File: src/stbe_pkg.sv
// Shared types, register codes and helpers for the spanning-tree config engine.
// No dependencies.
`default_nettype none
package stbe_pkg;

  // Configuration register indexes
  typedef enum logic [1:0] {
    REG_OWN_ID     = 2'd0,
    REG_PORT_PRIO  = 2'd1,
    REG_PORTS_USED = 2'd2,
    REG_PATH_COST  = 2'd3
  } reg_e;

  typedef enum logic [3:0] {
    S_IDLE,
    S_DISP,
    S_RX_RD,
    S_RX_CMP,
    S_EL_RD,
    S_EL_EV,
    S_ROOT,
    S_UP_RD,
    S_UP_EV,
    S_EM_START,
    S_EMIT
  } state_e;

  // Priority vector; field order makes a plain unsigned compare lexicographic.
  typedef struct packed {
    logic [63:0] root;
    logic [31:0] cost;
    logic [63:0] sw;
    logic [15:0] port;
  } vec_t;

  // Controller to datapath
  typedef struct packed {
    logic latch;
    logic rd;
    logic rd_rx;
    logic wr_rx;
    logic best_clr;
    logic el_eval;
    logic root_set;
    logic upd_eval;
    logic emit_start;
    logic emit_load;
  } cmd_t;

  // Datapath to controller
  typedef struct packed {
    logic mode;
    logic rx_active;
    logic hello_en;
    logic rx_better;
    logic rx_equal;
    logic rem_empty;
    logic out_free;
  } status_t;

  localparam int unsigned MaxOut = 8;
  localparam logic [31:0] CostMax = 32'hFFFF_FFFF;

  function automatic logic [15:0] local_pid(logic [7:0] prio, logic [7:0] idx);
    local_pid = {prio, idx + 8'd1};
  endfunction

endpackage
`default_nettype wire

File: src/spanning_tree_bpdu_engine.sv
// Spanning-tree config message engine: top level joining controller and datapath.
// Depends on stbe_pkg, stbe_ctrl, stbe_dp.
//
// One item is taken at a time. A hello tick goes straight to the emit run,
// or ends there when the hello timer is off. A received message first has
// its port's stored vector looked up and compared; an equal one or one on an
// inactive port ends there. If it is better, the port table is walked twice
// (root port election, then designated port update), reading each active
// port through the single-port vector memory, with the root cost set between
// the walks, then the emit run. A worse message goes straight to the emit
// run. A finished result that waits on out_ready_i holds up the emit run.
// Results go out through an output register, so the last result of one item
// may still wait while the next item is taken.
// Messages are sent in ascending port order on designated ports among the
// first eight active ports; last marks the final one. The vector table needs
// no clearing pass: per-entry valid bits make unwritten entries read as the
// reset vector, and writing own_switch_id or port_priority resets every entry.
`default_nettype none
module spanning_tree_bpdu_engine #(
  parameter int PORTS = 8
) (
  input  wire logic        clk_i,
  input  wire logic        rst_ni,
  input  wire logic        cfg_we_i,
  input  wire logic [1:0]  cfg_index_i,
  input  wire logic [63:0] cfg_data_i,
  input  wire logic        in_valid_i,
  output logic             in_ready_o,
  input  wire logic        mode_i,
  input  wire logic [2:0]  rx_port_i,
  input  wire logic [63:0] rx_root_id_i,
  input  wire logic [31:0] rx_root_cost_i,
  input  wire logic [63:0] rx_switch_id_i,
  input  wire logic [15:0] rx_sender_port_i,
  output logic             out_valid_o,
  input  wire logic        out_ready_i,
  output logic [2:0]       tx_port_o,
  output logic [63:0]      tx_root_id_o,
  output logic [31:0]      tx_root_cost_o,
  output logic [63:0]      tx_switch_id_o,
  output logic [15:0]      tx_port_id_o,
  output logic             root_port_valid_o,
  output logic [2:0]       root_port_index_o,
  output logic             last_o
);
  import stbe_pkg::*;

  localparam int CW = $clog2(PORTS + 1);

  cmd_t          cmd;
  status_t       status;
  logic [CW-1:0] idx;
  logic [CW-1:0] n_act;

  stbe_ctrl #(.PORTS(PORTS)) u_ctrl (
    .clk_i      (clk_i),
    .rst_ni     (rst_ni),
    .in_valid_i (in_valid_i),
    .in_ready_o (in_ready_o),
    .status_i   (status),
    .n_act_i    (n_act),
    .cmd_o      (cmd),
    .idx_o      (idx)
  );

  stbe_dp #(.PORTS(PORTS)) u_dp (
    .clk_i             (clk_i),
    .rst_ni            (rst_ni),
    .cfg_we_i          (cfg_we_i),
    .cfg_index_i       (cfg_index_i),
    .cfg_data_i        (cfg_data_i),
    .mode_i            (mode_i),
    .rx_port_i         (rx_port_i),
    .rx_root_id_i      (rx_root_id_i),
    .rx_root_cost_i    (rx_root_cost_i),
    .rx_switch_id_i    (rx_switch_id_i),
    .rx_sender_port_i  (rx_sender_port_i),
    .cmd_i             (cmd),
    .idx_i             (idx),
    .status_o          (status),
    .n_act_o           (n_act),
    .out_valid_o       (out_valid_o),
    .out_ready_i       (out_ready_i),
    .tx_port_o         (tx_port_o),
    .tx_root_id_o      (tx_root_id_o),
    .tx_root_cost_o    (tx_root_cost_o),
    .tx_switch_id_o    (tx_switch_id_o),
    .tx_port_id_o      (tx_port_id_o),
    .root_port_valid_o (root_port_valid_o),
    .root_port_index_o (root_port_index_o),
    .last_o            (last_o)
  );

endmodule
`default_nettype wire

File: src/stbe_dp.sv
// Datapath: port vector memory, root state, walk evaluation and output register.
// Depends on stbe_pkg.
`default_nettype none
module stbe_dp #(
  parameter int PORTS = 8
) (
  input  wire logic                          clk_i,
  input  wire logic                          rst_ni,
  input  wire logic                          cfg_we_i,
  input  wire logic [1:0]                    cfg_index_i,
  input  wire logic [63:0]                   cfg_data_i,
  input  wire logic                          mode_i,
  input  wire logic [2:0]                    rx_port_i,
  input  wire logic [63:0]                   rx_root_id_i,
  input  wire logic [31:0]                   rx_root_cost_i,
  input  wire logic [63:0]                   rx_switch_id_i,
  input  wire logic [15:0]                   rx_sender_port_i,
  input  wire stbe_pkg::cmd_t                cmd_i,
  input  wire logic [$clog2(PORTS+1)-1:0]    idx_i,
  output stbe_pkg::status_t                  status_o,
  output logic [$clog2(PORTS+1)-1:0]         n_act_o,
  output logic                               out_valid_o,
  input  wire logic                          out_ready_i,
  output logic [2:0]                         tx_port_o,
  output logic [63:0]                        tx_root_id_o,
  output logic [31:0]                        tx_root_cost_o,
  output logic [63:0]                        tx_switch_id_o,
  output logic [15:0]                        tx_port_id_o,
  output logic                               root_port_valid_o,
  output logic [2:0]                         root_port_index_o,
  output logic                               last_o
);
  import stbe_pkg::*;

  localparam int IW = $clog2(PORTS);
  localparam int CW = $clog2(PORTS + 1);

  // configuration
  logic [63:0] own_q;
  logic [7:0]  prio_q;
  logic [3:0]  piu_q;
  logic [15:0] path_cost_q;
  logic        ident_wr;

  // root state
  logic [63:0] cur_root_q;
  logic [31:0] root_cost_q;
  logic [IW-1:0] rpi_q;
  logic        rpv_q;
  logic        hello_q;

  // input latch
  logic        mode_q;
  logic [2:0]  rx_port_q;
  vec_t        rx_vec_q;

  // memory and per-entry flags
  vec_t        mem_q [PORTS];
  logic [PORTS-1:0] valid_q;
  logic [PORTS-1:0] desig_q;
  vec_t        rd_data_q;
  logic        rd_vld_q;
  logic [IW-1:0] rd_idx_q;
  logic [IW-1:0] rd_addr;
  logic [IW-1:0] rx_addr;

  // election
  vec_t        best_q;
  logic [IW-1:0] best_idx_q;
  logic        best_vld_q;

  // emit
  logic [MaxOut-1:0] rem_q;
  logic [MaxOut-1:0] mask;
  logic [MaxOut-1:0] pick;
  logic [2:0]        pick_idx;

  logic        out_vld_q;
  logic        out_free;

  vec_t        ent;
  vec_t        own_vec;
  logic [15:0] ent_pid;
  logic        cand;
  logic        take;
  logic        skip;
  logic        wr_en;
  logic [IW-1:0] wr_addr;
  vec_t        wr_data;
  logic        wr_desig;
  logic [32:0] cost_sum;
  logic [CW-1:0] n_act;

  assign ident_wr = cfg_we_i && (reg_e'(cfg_index_i) == REG_OWN_ID ||
                                 reg_e'(cfg_index_i) == REG_PORT_PRIO);

  assign n_act   = (int'(piu_q) > PORTS) ? CW'(PORTS) : CW'(piu_q);
  assign n_act_o = n_act;

  assign rx_addr = IW'(rx_port_q);
  assign rd_addr = cmd_i.rd_rx ? rx_addr : IW'(idx_i);

  always_ff @(posedge clk_i or negedge rst_ni) begin
    if (!rst_ni) begin
      own_q       <= '0;
      prio_q      <= 8'd128;
      piu_q       <= 4'd8;
      path_cost_q <= 16'd1;
    end else if (cfg_we_i) begin
      unique case (reg_e'(cfg_index_i))
        REG_OWN_ID:     own_q       <= cfg_data_i;
        REG_PORT_PRIO:  prio_q      <= cfg_data_i[7:0];
        REG_PORTS_USED: piu_q       <= cfg_data_i[3:0];
        REG_PATH_COST:  path_cost_q <= cfg_data_i[15:0];
        default: ;
      endcase
    end
  end

  always_ff @(posedge clk_i) begin
    if (cmd_i.latch) begin
      mode_q    <= mode_i;
      rx_port_q <= rx_port_i;
      rx_vec_q  <= '{root: rx_root_id_i, cost: rx_root_cost_i,
                     sw: rx_switch_id_i, port: rx_sender_port_i};
    end
  end

  // entry that never got written reads as its reset vector
  assign ent_pid = local_pid(prio_q, 8'(rd_idx_q));
  assign ent = rd_vld_q ? rd_data_q
                        : '{root: own_q, cost: 32'd0, sw: own_q, port: ent_pid};
  assign own_vec = '{root: cur_root_q, cost: root_cost_q, sw: own_q, port: ent_pid};

  assign cand = !desig_q[rd_idx_q] && (ent.root < own_q);
  assign skip = rpv_q && (rd_idx_q == rpi_q);
  assign take = desig_q[rd_idx_q] || (ent.root != cur_root_q) ||
                (root_cost_q < ent.cost) ||
                ((root_cost_q == ent.cost) &&
                 ((own_q < ent.sw) || ((own_q == ent.sw) && (ent_pid <= ent.port))));

  always_comb begin
    wr_en    = 1'b0;
    wr_addr  = rd_idx_q;
    wr_data  = own_vec;
    wr_desig = 1'b1;
    if (cmd_i.wr_rx) begin
      wr_en    = 1'b1;
      wr_addr  = rx_addr;
      wr_data  = rx_vec_q;
      wr_desig = (rx_vec_q.sw == own_q) &&
                 (rx_vec_q.port == local_pid(prio_q, 8'(rx_addr)));
    end else if (cmd_i.upd_eval && !skip && take) begin
      wr_en = 1'b1;
    end
  end

  always_ff @(posedge clk_i) begin
    if (wr_en) mem_q[wr_addr] <= wr_data;
    if (cmd_i.rd) begin
      rd_data_q <= mem_q[rd_addr];
      rd_idx_q  <= rd_addr;
    end
  end

  always_ff @(posedge clk_i or negedge rst_ni) begin
    if (!rst_ni) begin
      valid_q  <= '0;
      desig_q  <= '1;
      rd_vld_q <= 1'b0;
    end else if (ident_wr) begin
      valid_q <= '0;
      desig_q <= '1;
    end else begin
      if (wr_en) begin
        valid_q[wr_addr] <= 1'b1;
        desig_q[wr_addr] <= wr_desig;
      end
      if (cmd_i.rd) rd_vld_q <= valid_q[rd_addr];
    end
  end

  // root port election
  always_ff @(posedge clk_i or negedge rst_ni) begin
    if (!rst_ni) begin
      best_vld_q <= 1'b0;
    end else if (cmd_i.best_clr) begin
      best_vld_q <= 1'b0;
    end else if (cmd_i.el_eval && cand && (!best_vld_q || ent < best_q)) begin
      best_vld_q <= 1'b1;
    end
  end

  always_ff @(posedge clk_i) begin
    if (cmd_i.el_eval && cand && (!best_vld_q || ent < best_q)) begin
      best_q     <= ent;
      best_idx_q <= rd_idx_q;
    end
  end

  assign cost_sum = {1'b0, best_q.cost} + 33'(path_cost_q);

  always_ff @(posedge clk_i or negedge rst_ni) begin
    if (!rst_ni) begin
      cur_root_q  <= '0;
      root_cost_q <= '0;
      rpi_q       <= '0;
      rpv_q       <= 1'b0;
      hello_q     <= 1'b1;
    end else if (ident_wr) begin
      cur_root_q  <= (reg_e'(cfg_index_i) == REG_OWN_ID) ? cfg_data_i : own_q;
      root_cost_q <= '0;
      rpi_q       <= '0;
      rpv_q       <= 1'b0;
      hello_q     <= 1'b1;
    end else if (cmd_i.root_set) begin
      if (best_vld_q) begin
        cur_root_q  <= best_q.root;
        root_cost_q <= cost_sum[32] ? CostMax : cost_sum[31:0];
        rpi_q       <= best_idx_q;
        rpv_q       <= 1'b1;
        if (cur_root_q == own_q) hello_q <= 1'b0;
      end else begin
        cur_root_q  <= own_q;
        root_cost_q <= '0;
        rpi_q       <= '0;
        rpv_q       <= 1'b0;
        if (cur_root_q != own_q) hello_q <= 1'b1;
      end
    end
  end

  // designated ports among the first eight active ones
  for (genvar g = 0; g < MaxOut; g++) begin : g_mask
    if (g < PORTS) begin : g_on
      assign mask[g] = (int'(n_act) > g) && desig_q[g] &&
                       !((cur_root_q != own_q) && !rpv_q);
    end else begin : g_off
      assign mask[g] = 1'b0;
    end
  end

  always_comb begin
    pick     = '0;
    pick_idx = '0;
    for (int i = MaxOut - 1; i >= 0; i--) begin
      if (rem_q[i]) begin
        pick     = '0;
        pick[i]  = 1'b1;
        pick_idx = 3'(i);
      end
    end
  end

  always_ff @(posedge clk_i or negedge rst_ni) begin
    if (!rst_ni) begin
      rem_q <= '0;
    end else if (cmd_i.emit_start) begin
      rem_q <= mask;
    end else if (cmd_i.emit_load) begin
      rem_q <= rem_q & ~pick;
    end
  end

  assign out_free = !out_vld_q || out_ready_i;

  always_ff @(posedge clk_i or negedge rst_ni) begin
    if (!rst_ni) begin
      out_vld_q <= 1'b0;
    end else if (cmd_i.emit_load) begin
      out_vld_q <= 1'b1;
    end else if (out_ready_i) begin
      out_vld_q <= 1'b0;
    end
  end

  always_ff @(posedge clk_i) begin
    if (cmd_i.emit_load) begin
      tx_port_o         <= pick_idx;
      tx_root_id_o      <= cur_root_q;
      tx_root_cost_o    <= root_cost_q;
      tx_switch_id_o    <= own_q;
      tx_port_id_o      <= local_pid(prio_q, 8'(pick_idx));
      root_port_valid_o <= rpv_q;
      root_port_index_o <= rpv_q ? 3'(rpi_q) : 3'd0;
      last_o            <= (rem_q & ~pick) == '0;
    end
  end

  assign out_valid_o = out_vld_q;

  assign status_o.mode      = mode_q;
  assign status_o.rx_active = int'(rx_port_q) < int'(n_act);
  assign status_o.hello_en  = hello_q;
  assign status_o.rx_better = rx_vec_q < ent;
  assign status_o.rx_equal  = rx_vec_q == ent;
  assign status_o.rem_empty = rem_q == '0;
  assign status_o.out_free  = out_free;

endmodule
`default_nettype wire

File: src/stbe_ctrl.sv
// Controller: sequences receive compare, root election, port update and emit.
// Depends on stbe_pkg.
`default_nettype none
module stbe_ctrl #(
  parameter int PORTS = 8
) (
  input  wire logic                       clk_i,
  input  wire logic                       rst_ni,
  input  wire logic                       in_valid_i,
  output logic                            in_ready_o,
  input  wire stbe_pkg::status_t          status_i,
  input  wire logic [$clog2(PORTS+1)-1:0] n_act_i,
  output stbe_pkg::cmd_t                  cmd_o,
  output logic [$clog2(PORTS+1)-1:0]      idx_o
);
  import stbe_pkg::*;

  localparam int CW = $clog2(PORTS + 1);

  state_e state_q, state_d;
  logic [CW-1:0] idx_q, idx_d;

  always_ff @(posedge clk_i or negedge rst_ni) begin
    if (!rst_ni) begin
      state_q <= S_IDLE;
      idx_q   <= '0;
    end else begin
      state_q <= state_d;
      idx_q   <= idx_d;
    end
  end

  always_comb begin
    state_d    = state_q;
    idx_d      = idx_q;
    cmd_o      = '0;
    in_ready_o = 1'b0;
    unique case (state_q)
      S_IDLE: begin
        in_ready_o = 1'b1;
        if (in_valid_i) begin
          cmd_o.latch = 1'b1;
          state_d     = S_DISP;
        end
      end
      S_DISP: begin
        if (status_i.mode) begin
          state_d = status_i.hello_en ? S_EM_START : S_IDLE;
        end else begin
          state_d = status_i.rx_active ? S_RX_RD : S_IDLE;
        end
      end
      S_RX_RD: begin
        cmd_o.rd    = 1'b1;
        cmd_o.rd_rx = 1'b1;
        state_d     = S_RX_CMP;
      end
      S_RX_CMP: begin
        idx_d = '0;
        if (status_i.rx_equal) begin
          state_d = S_IDLE;
        end else if (status_i.rx_better) begin
          cmd_o.wr_rx    = 1'b1;
          cmd_o.best_clr = 1'b1;
          state_d        = S_EL_RD;
        end else begin
          state_d = S_EM_START;
        end
      end
      S_EL_RD: begin
        if (idx_q < n_act_i) begin
          cmd_o.rd = 1'b1;
          state_d  = S_EL_EV;
        end else begin
          state_d = S_ROOT;
        end
      end
      S_EL_EV: begin
        cmd_o.el_eval = 1'b1;
        idx_d         = idx_q + 1'b1;
        state_d       = S_EL_RD;
      end
      S_ROOT: begin
        cmd_o.root_set = 1'b1;
        idx_d          = '0;
        state_d        = S_UP_RD;
      end
      S_UP_RD: begin
        if (idx_q < n_act_i) begin
          cmd_o.rd = 1'b1;
          state_d  = S_UP_EV;
        end else begin
          state_d = S_EM_START;
        end
      end
      S_UP_EV: begin
        cmd_o.upd_eval = 1'b1;
        idx_d          = idx_q + 1'b1;
        state_d        = S_UP_RD;
      end
      S_EM_START: begin
        cmd_o.emit_start = 1'b1;
        state_d          = S_EMIT;
      end
      S_EMIT: begin
        if (status_i.rem_empty) begin
          state_d = S_IDLE;
        end else if (status_i.out_free) begin
          cmd_o.emit_load = 1'b1;
        end
      end
      default: state_d = S_IDLE;
    endcase
  end

  assign idx_o = idx_q;

  a_one_item: assert property (@(posedge clk_i) disable iff (!rst_ni)
    (in_valid_i && in_ready_o) |=> !in_ready_o)
    else $error("second item taken while one is in work");

  a_load_free: assert property (@(posedge clk_i) disable iff (!rst_ni)
    cmd_o.emit_load |-> (status_i.out_free && !status_i.rem_empty))
    else $error("result loaded into a busy or empty slot");

  a_one_write: assert property (@(posedge clk_i) disable iff (!rst_ni)
    !(cmd_o.wr_rx && cmd_o.upd_eval))
    else $error("two memory writes in one cycle");

  a_walk_bound: assert property (@(posedge clk_i) disable iff (!rst_ni)
    cmd_o.rd |-> (cmd_o.rd_rx || idx_q < n_act_i))
    else $error("walk read beyond active ports");

endmodule
`default_nettype wire

File: config.mk
export PLATFORM = sky130hd
export DESIGN_NAME = spanning_tree_bpdu_engine
export DESIGN_NICKNAME = d
export VERILOG_FILES = /design/src/stbe_pkg.sv /design/src/spanning_tree_bpdu_engine.sv /design/src/stbe_dp.sv /design/src/stbe_ctrl.sv
export SDC_FILE = /design/constraint.sdc
export NUM_CORES = 2
export LEC_CHECK = 0
export BUFFER_PORTS_ARGS = -buffer_cell sky130_fd_sc_hd__buf_2
export CAP_MARGIN = 5
export CORE_UTILIZATION = 62
export DETAILED_ROUTE_END_ITERATION = 6
export PLACE_DENSITY = 0.85
export SLEW_MARGIN = 5
export SYNTH_ARGS = -nofsm -noshare
export SYNTH_HDL_FRONTEND = slang
export SYNTH_SLANG_ARGS = --single-unit
File: constraint.sdc
create_clock -name clk_i -period 18.6 [get_ports clk_i]
set_input_delay 2.79 -clock clk_i [delete_from_list [all_inputs] [get_ports clk_i]]
set_output_delay 2.79 -clock clk_i [all_outputs]
set_load 0.05 [all_outputs]
After elaboration in Yosys (flattened, before gate mapping):

Memory sizes are Yosys's and may differ from the RTL's. A register that Yosys moved wholly into a read port is not among the register bits.
Cells that the tools add are included.

* flip-flop bits (word level): 774
* RAM bits: 1408
* input port bits: 251
* output and inout bits: 186
* word-level logic and storage cells: 244
* memories: 1

* add/subtract/negate cells: 5
* order comparisons: 21
* eq/ne operators: 25
* multiplexer cells: 89
* bitwise logic cells: 4
* reduce and logical (&&, ||, !) cells: 62

Memories
* u_dp.mem_q: words 8, bits a word 176, read ports 1, clocked after Yosys merged registers in 1, write ports 1, line stbe_dp.sv:58 `vec_t mem_q [PORTS];`

Operators by type and width (count)
* less-than comparator 176 bit: 2
* 2-to-1 mux 176 bit: 2
* 2-to-1 mux 64 bit: 4
* == test 64 bit: 3
* == test 176 bit: 1
* less-than comparator 64 bit: 2
* 2-to-1 mux 32 bit: 4
* != test 64 bit: 2
* 2-to-1 mux 8 bit: 14
* case mux 4 bit (10 select lines): 1
* 2-to-1 mux 3 bit: 13
* adder 32 x 16 -> 33 bit: 1
* 2-to-1 mux 1 bit: 33
* == test 32 bit: 1
* less-than comparator 32 bit: 1
* logical AND 1 bit: 28
* 2-to-1 mux 4 bit: 7
* == test 16 bit: 1
* == test 4 x 3 -> 1 bit (second input constant): 4
* greater-than comparator 4 x 3 -> 1 bit (second input constant): 4
* less-or-equal comparator 16 bit: 1
* logical NOT 8 bit: 2
* adder 3 x 1 -> 4 bit (second input constant): 3
* == test 4 bit (second input constant): 3
* other kinds (34): 69

Depth between registers and ports, before layout:

* depth in word-level cells: 14
* depth in mapped cells: 21
* mapped depth without buffers: 14

Hierarchy:

A second synthesis with hierarchy kept.

* cells, all modules: 8975
* area, all modules: 107725.8 um^2

Modules (own cells, without submodules)
* stbe_dp: instances 1, cells an instance 8878, area an instance 106915.0 um^2, sequential area each 69361.5 um^2
* stbe_ctrl: instances 1, cells an instance 97, area an instance 810.8 um^2, sequential area each 200.2 um^2

Worst setup path after synthesis:

Ideal clock, no wire load.

* path type: register to register
* from: register u_dp.rd_vld_q
* to: register u_dp.best_idx_q[0], enable pin
* library setup time: 777 ps
* data arrival time: 12198 ps
* data required time: 17823 ps
* path slack: 5625 ps
* stages on the path, launching flop included: 19
* path buffers: 5
* clock period less this slack: 12975 ps
* cells stage by stage: dfrtp_1 > buf_2 > clkbuf_1 > clkbuf_1 > clkbuf_1 > buf_1 > mux2i_1 > inv_1 > ha_1 > a21o_1 > a21o_1 > a21oi_1 > o21ai_0 > nand2_1 > o211a_1 > o31a_1 > o211ai_1 > a211o_1 > a21oi_1

RTL lines
* from (decl): line stbe_dp.sv:62 `logic rd_vld_q;`
* from (signal assigned): line stbe_dp.sv:179 `if (cmd_i.rd) rd_vld_q <= valid_q[rd_addr];`
* to (signal assigned): line stbe_dp.sv:197 `best_idx_q <= rd_idx_q;`
* to (decl): line stbe_dp.sv:69 `logic [IW-1:0] best_idx_q;`

Worst setup path after layout:

* from: register u_dp.rd_vld_q
* to: memory u_dp.mem_q[7][139] (netlist bit), enable pin

* longest elaborated chain between the ends: 11
* elaborated cells between the ends (all ways): 24
* those cells by class: 4 x order compare; 4 x eq/ne; 9 x mux; 7 x reduce/logical

Ends and longest elaborated chain
* 2-to-1 mux 176 bit *: line stbe_dp.sv:131 `assign ent = rd_vld_q ? rd_data_q`
* branches (longest 10 deep; another with less-than comparator 176 bit)
* to (decl): line stbe_dp.sv:58

Mark *: on every way between the ends.

==> flow_metrics.tcl <==
set metrics [dict create \
    outcome "finished with violations" \
    violations "DRC, capacitance limit" \
    hold_path_startpoint "u_dp.best_idx_q[1]" \
    die_h_um 417 \
    r2r_start "u_dp.rd_vld_q" \
    dp.cells 11309 \
    switching_share 0.408 \
    holdPathEnd "u_dp.rpi_q[1]" \
    ys_seq_area_frac 0.651 \
    die_area_sq_mm 0.174 \
    slowest_delay_ps 980 \
    synth-edff-count 2126 \
    critical_path_class "flip-flop to flip-flop" \
    ios 437 \
    fin_crit_ps 9090 \
    worst_ep_arrival_time_ps 9600 \
    clkLatencyLatePin_ps 930 \
    fmax_mhz 110 \
    register_area_sq_mm 0.0696 \
    cp_data_required_time_ps 19110 \
    grt_pass1_vias 73381 \
    final_cell_mix "edfxtp_1, nand2_1, nand3_1" \
    synth.cell_area_sq_mm 0.107 \
    cts_made_buffers 224 \
    cts_tree "yes" \
    antenna_found_initial 34 \
    worst_slew_pin_slew_ps 1470 \
    core_area_sq_mm 0.171 \
    power_frac_seq 0.394 \
    clock_path_buffers 3 \
    pwr-share-comb 0.373 \
    peakVddDrop_mv 0.134 \
    multi_input_area_sq_mm 0.0341 \
    p_sw_uw 8230 \
    crit_chain "buf_12, buf_4, nand2b_1, a21boi_0, ha_1, nand4_1, nor3_1, a221o_1, o31ai_1, and3_1, nor2b_1, and2_4, a31o_4, buf_4, buf_4" \
    globalRouteOverflowTotal 0 \
    final_nets 10025 \
    holdPathStages 1 \
    p_int_uw 12000 \
    synth.distinct_cells 78 \
    place_congestion 1.06 \
    drtPass1Iterations 7 \
    synth_ff_type "edfxtp_1" \
    cts.clk_slew.worst_paths_ps 70 \
    cp-end-kind "flip-flop" \
    p_clk_frac 0.234 \
    viasPerCell 6.54 \
    grt.total_usage 0.404 \
    stdcell_count 11749 \
    ctsRootBufferMaster "clkbuf_16" \
    drv_cap 2 \
    r2r_setup_slack_ps 9510 \
    clock-sinks 2354 \
    hold_violations 0 \
    io_buffers 432 \
    fin_setup_tns_ps 0 \
    relSlewSlack 0.0101 \
    ant_nets 0 \
    die_x_um 417 \
    ys_warn_count 0 \
    finalWirelength_um 355000 \
    p_per_area_mw_per_mm2 170 \
    grt_pass1_wl_um 503000 \
    worstSetupStartpointType "flip-flop" \
    final_common_cell "edfxtp_1" \
    cp_common_cell "buf_4" \
    regToRegEndpoint "u_dp.mem_q[7][139]" \
    synthCells 8870 \
    ctsResizeCount 0 \
    hpwl_um 240000 \
    start_util 0.624 \
    rows 152 \
    synth-seq-cells 2354 \
    min_period_over_period 0.489 \
    layout-area-overhead-vs-synth_pct 11.3 \
    cts_hold_buffers 0 \
    rsz0062_at_grt "no" \
    crit_buf_inv 4 \
    wl_per_cell_um 30.2 \
    setup_viol 0 \
    drc 3 \
    cts_setup_buffers 0 \
    hp-class "flip-flop to flip-flop" \
    cp_top_family "buffers and inverters" \
    async_flop_share 0.0969 \
    layout-drive-gt1-share 0.115 \
    critPathSlowestCell "dfrtp_4" \
    nFillCells 11266 \
    worstPathMaxFanout 128 \
    syn_avg_cell_area_sq_um 12.1 \
    fin_util 0.694 \
    leakagePower_uw 0.0468 \
    finClkSkew_ps 85.1 \
    htree_levels 4 \
    rr_worst_depth 15 \
    maxSlewViolCount 0 \
    grt_max_degree 192 \
    vias 76834 \
    drt_iter0_markers 12235 \
]
-- per-stage QoR --
step	area, sq um	total power, uW	hold WS, ps	worst slack, ps
CTS	119000	19900	469	9780
floorplan	107000	12400	423	5620
finish	119000	20200	467	9510
global placement	111000	14900	451	10000
global route	119000	20900	477	9390
detailed placement	111000	15100	454	9800
-- per-layer routing --
metal,wire length (um),share of wire,vias up,global-route usage
met5,98,0.00028,-,0
met4,27000,0.076,16,0.260
met3,48500,0.14,1013,0.108
met2,157000,0.44,5667,0.597
met1,123000,0.35,37501,0.530
li1,-,-,32637,-
-- cell usage after synthesis (all sizes together), types with 36 or more instances --
library cell,number,area [sq um]
buf,52,383
xnor2,182,1590
nand2,2022,7590
and2,73,457
nor4,41,257
o211ai,36,270
inv,448,1680
edfxtp,2126,63800
nor2,107,402
nor3,48,240
ha,547,6840
dfrtp,216,5410
o21ai,493,2470
nand3,940,4700
clkbuf,354,1330
xor2,47,412
mux2i,53,602
nand2b,86,538
nand4,140,876
a22o,67,587
a21oi,266,1330
a21o,100,751
mux2,135,1800
-- how the worst max path moves through the flow --
| stage | start | end | slack [ps] | cells after the start |
|---|---|---|---|---|
| after floorplan | u_dp.rd_vld_q | u_dp.best_idx_q[0] | 5620 | 18 |
| after global placement | u_dp.rd_vld_q | u_dp.mem_q[7][152] | 10000 | 15 |
| after detailed placement | u_dp.rd_vld_q | u_dp.mem_q[7][152] | 9800 | 15 |
| after CTS | u_dp.rd_vld_q | u_dp.mem_q[7][151] | 9780 | 15 |
| after global routing | u_dp.rd_vld_q | u_dp.mem_q[7][50] | 9390 | 15 |
| final | u_dp.rd_vld_q | u_dp.mem_q[7][139] | 9510 | 15 |
-- cell type report --
type,instances,area share
clock buffers,289,0.0505
diodes,16,0.000337
multi-input cells,5665,0.287
clock inverters,134,0.0131
flip-flops and latches,2354,0.585
well taps,2310,0.0243
inverters,448,0.0143
repair buffers,533,0.0255
-- registers in the layout, summed over array words and instances, names as in the netlist, 4 cells and up --
signal,cells
u_dp.mem_q,1408
u_dp.desig_q,8
u_dp.piu_q,4
u_dp.tx_root_cost_o,32
u_dp.tx_root_id_o,64
u_dp.best_q,176
u_dp.tx_port_id_o,12
u_ctrl.idx_o,4
u_dp.tx_switch_id_o,64
u_dp.valid_q,8
u_dp.rem_q,8
u_dp.prio_q,8
u_dp.path_cost_q,16
u_dp.cur_root_q,64
u_dp.rd_data_q,176
u_ctrl.state_q,4
u_dp.rx_vec_q,176
u_dp.own_q,64
u_dp.root_cost_q,32
-- power by group through the flow --
stage / clock network [uW] / registers (uW) / logic [uW]
floorplan: 0 / 7540 / 4820
global placement: 0 / 7960 / 6900
detailed placement: 0 / 7950 / 7170
CTS: 4720 / 7850 / 7290
global route: 4910 / 7910 / 8080
finish: 4720 / 7950 / 7530
-- logic make-up after synthesis --
family	count (synthesis)	synth area share
adders and majority gates	550	0.0644
AOI/OAI and AO/OA	1151	0.0650
DFF	2354	0.651
buffers and inverters	854	0.0317
and+or+nand+nor	3541	0.146
xor gates and xnor gates	229	0.0188
muxes	190	0.0229
other	1	0.0000351
(Power assumes the default switching activity.)
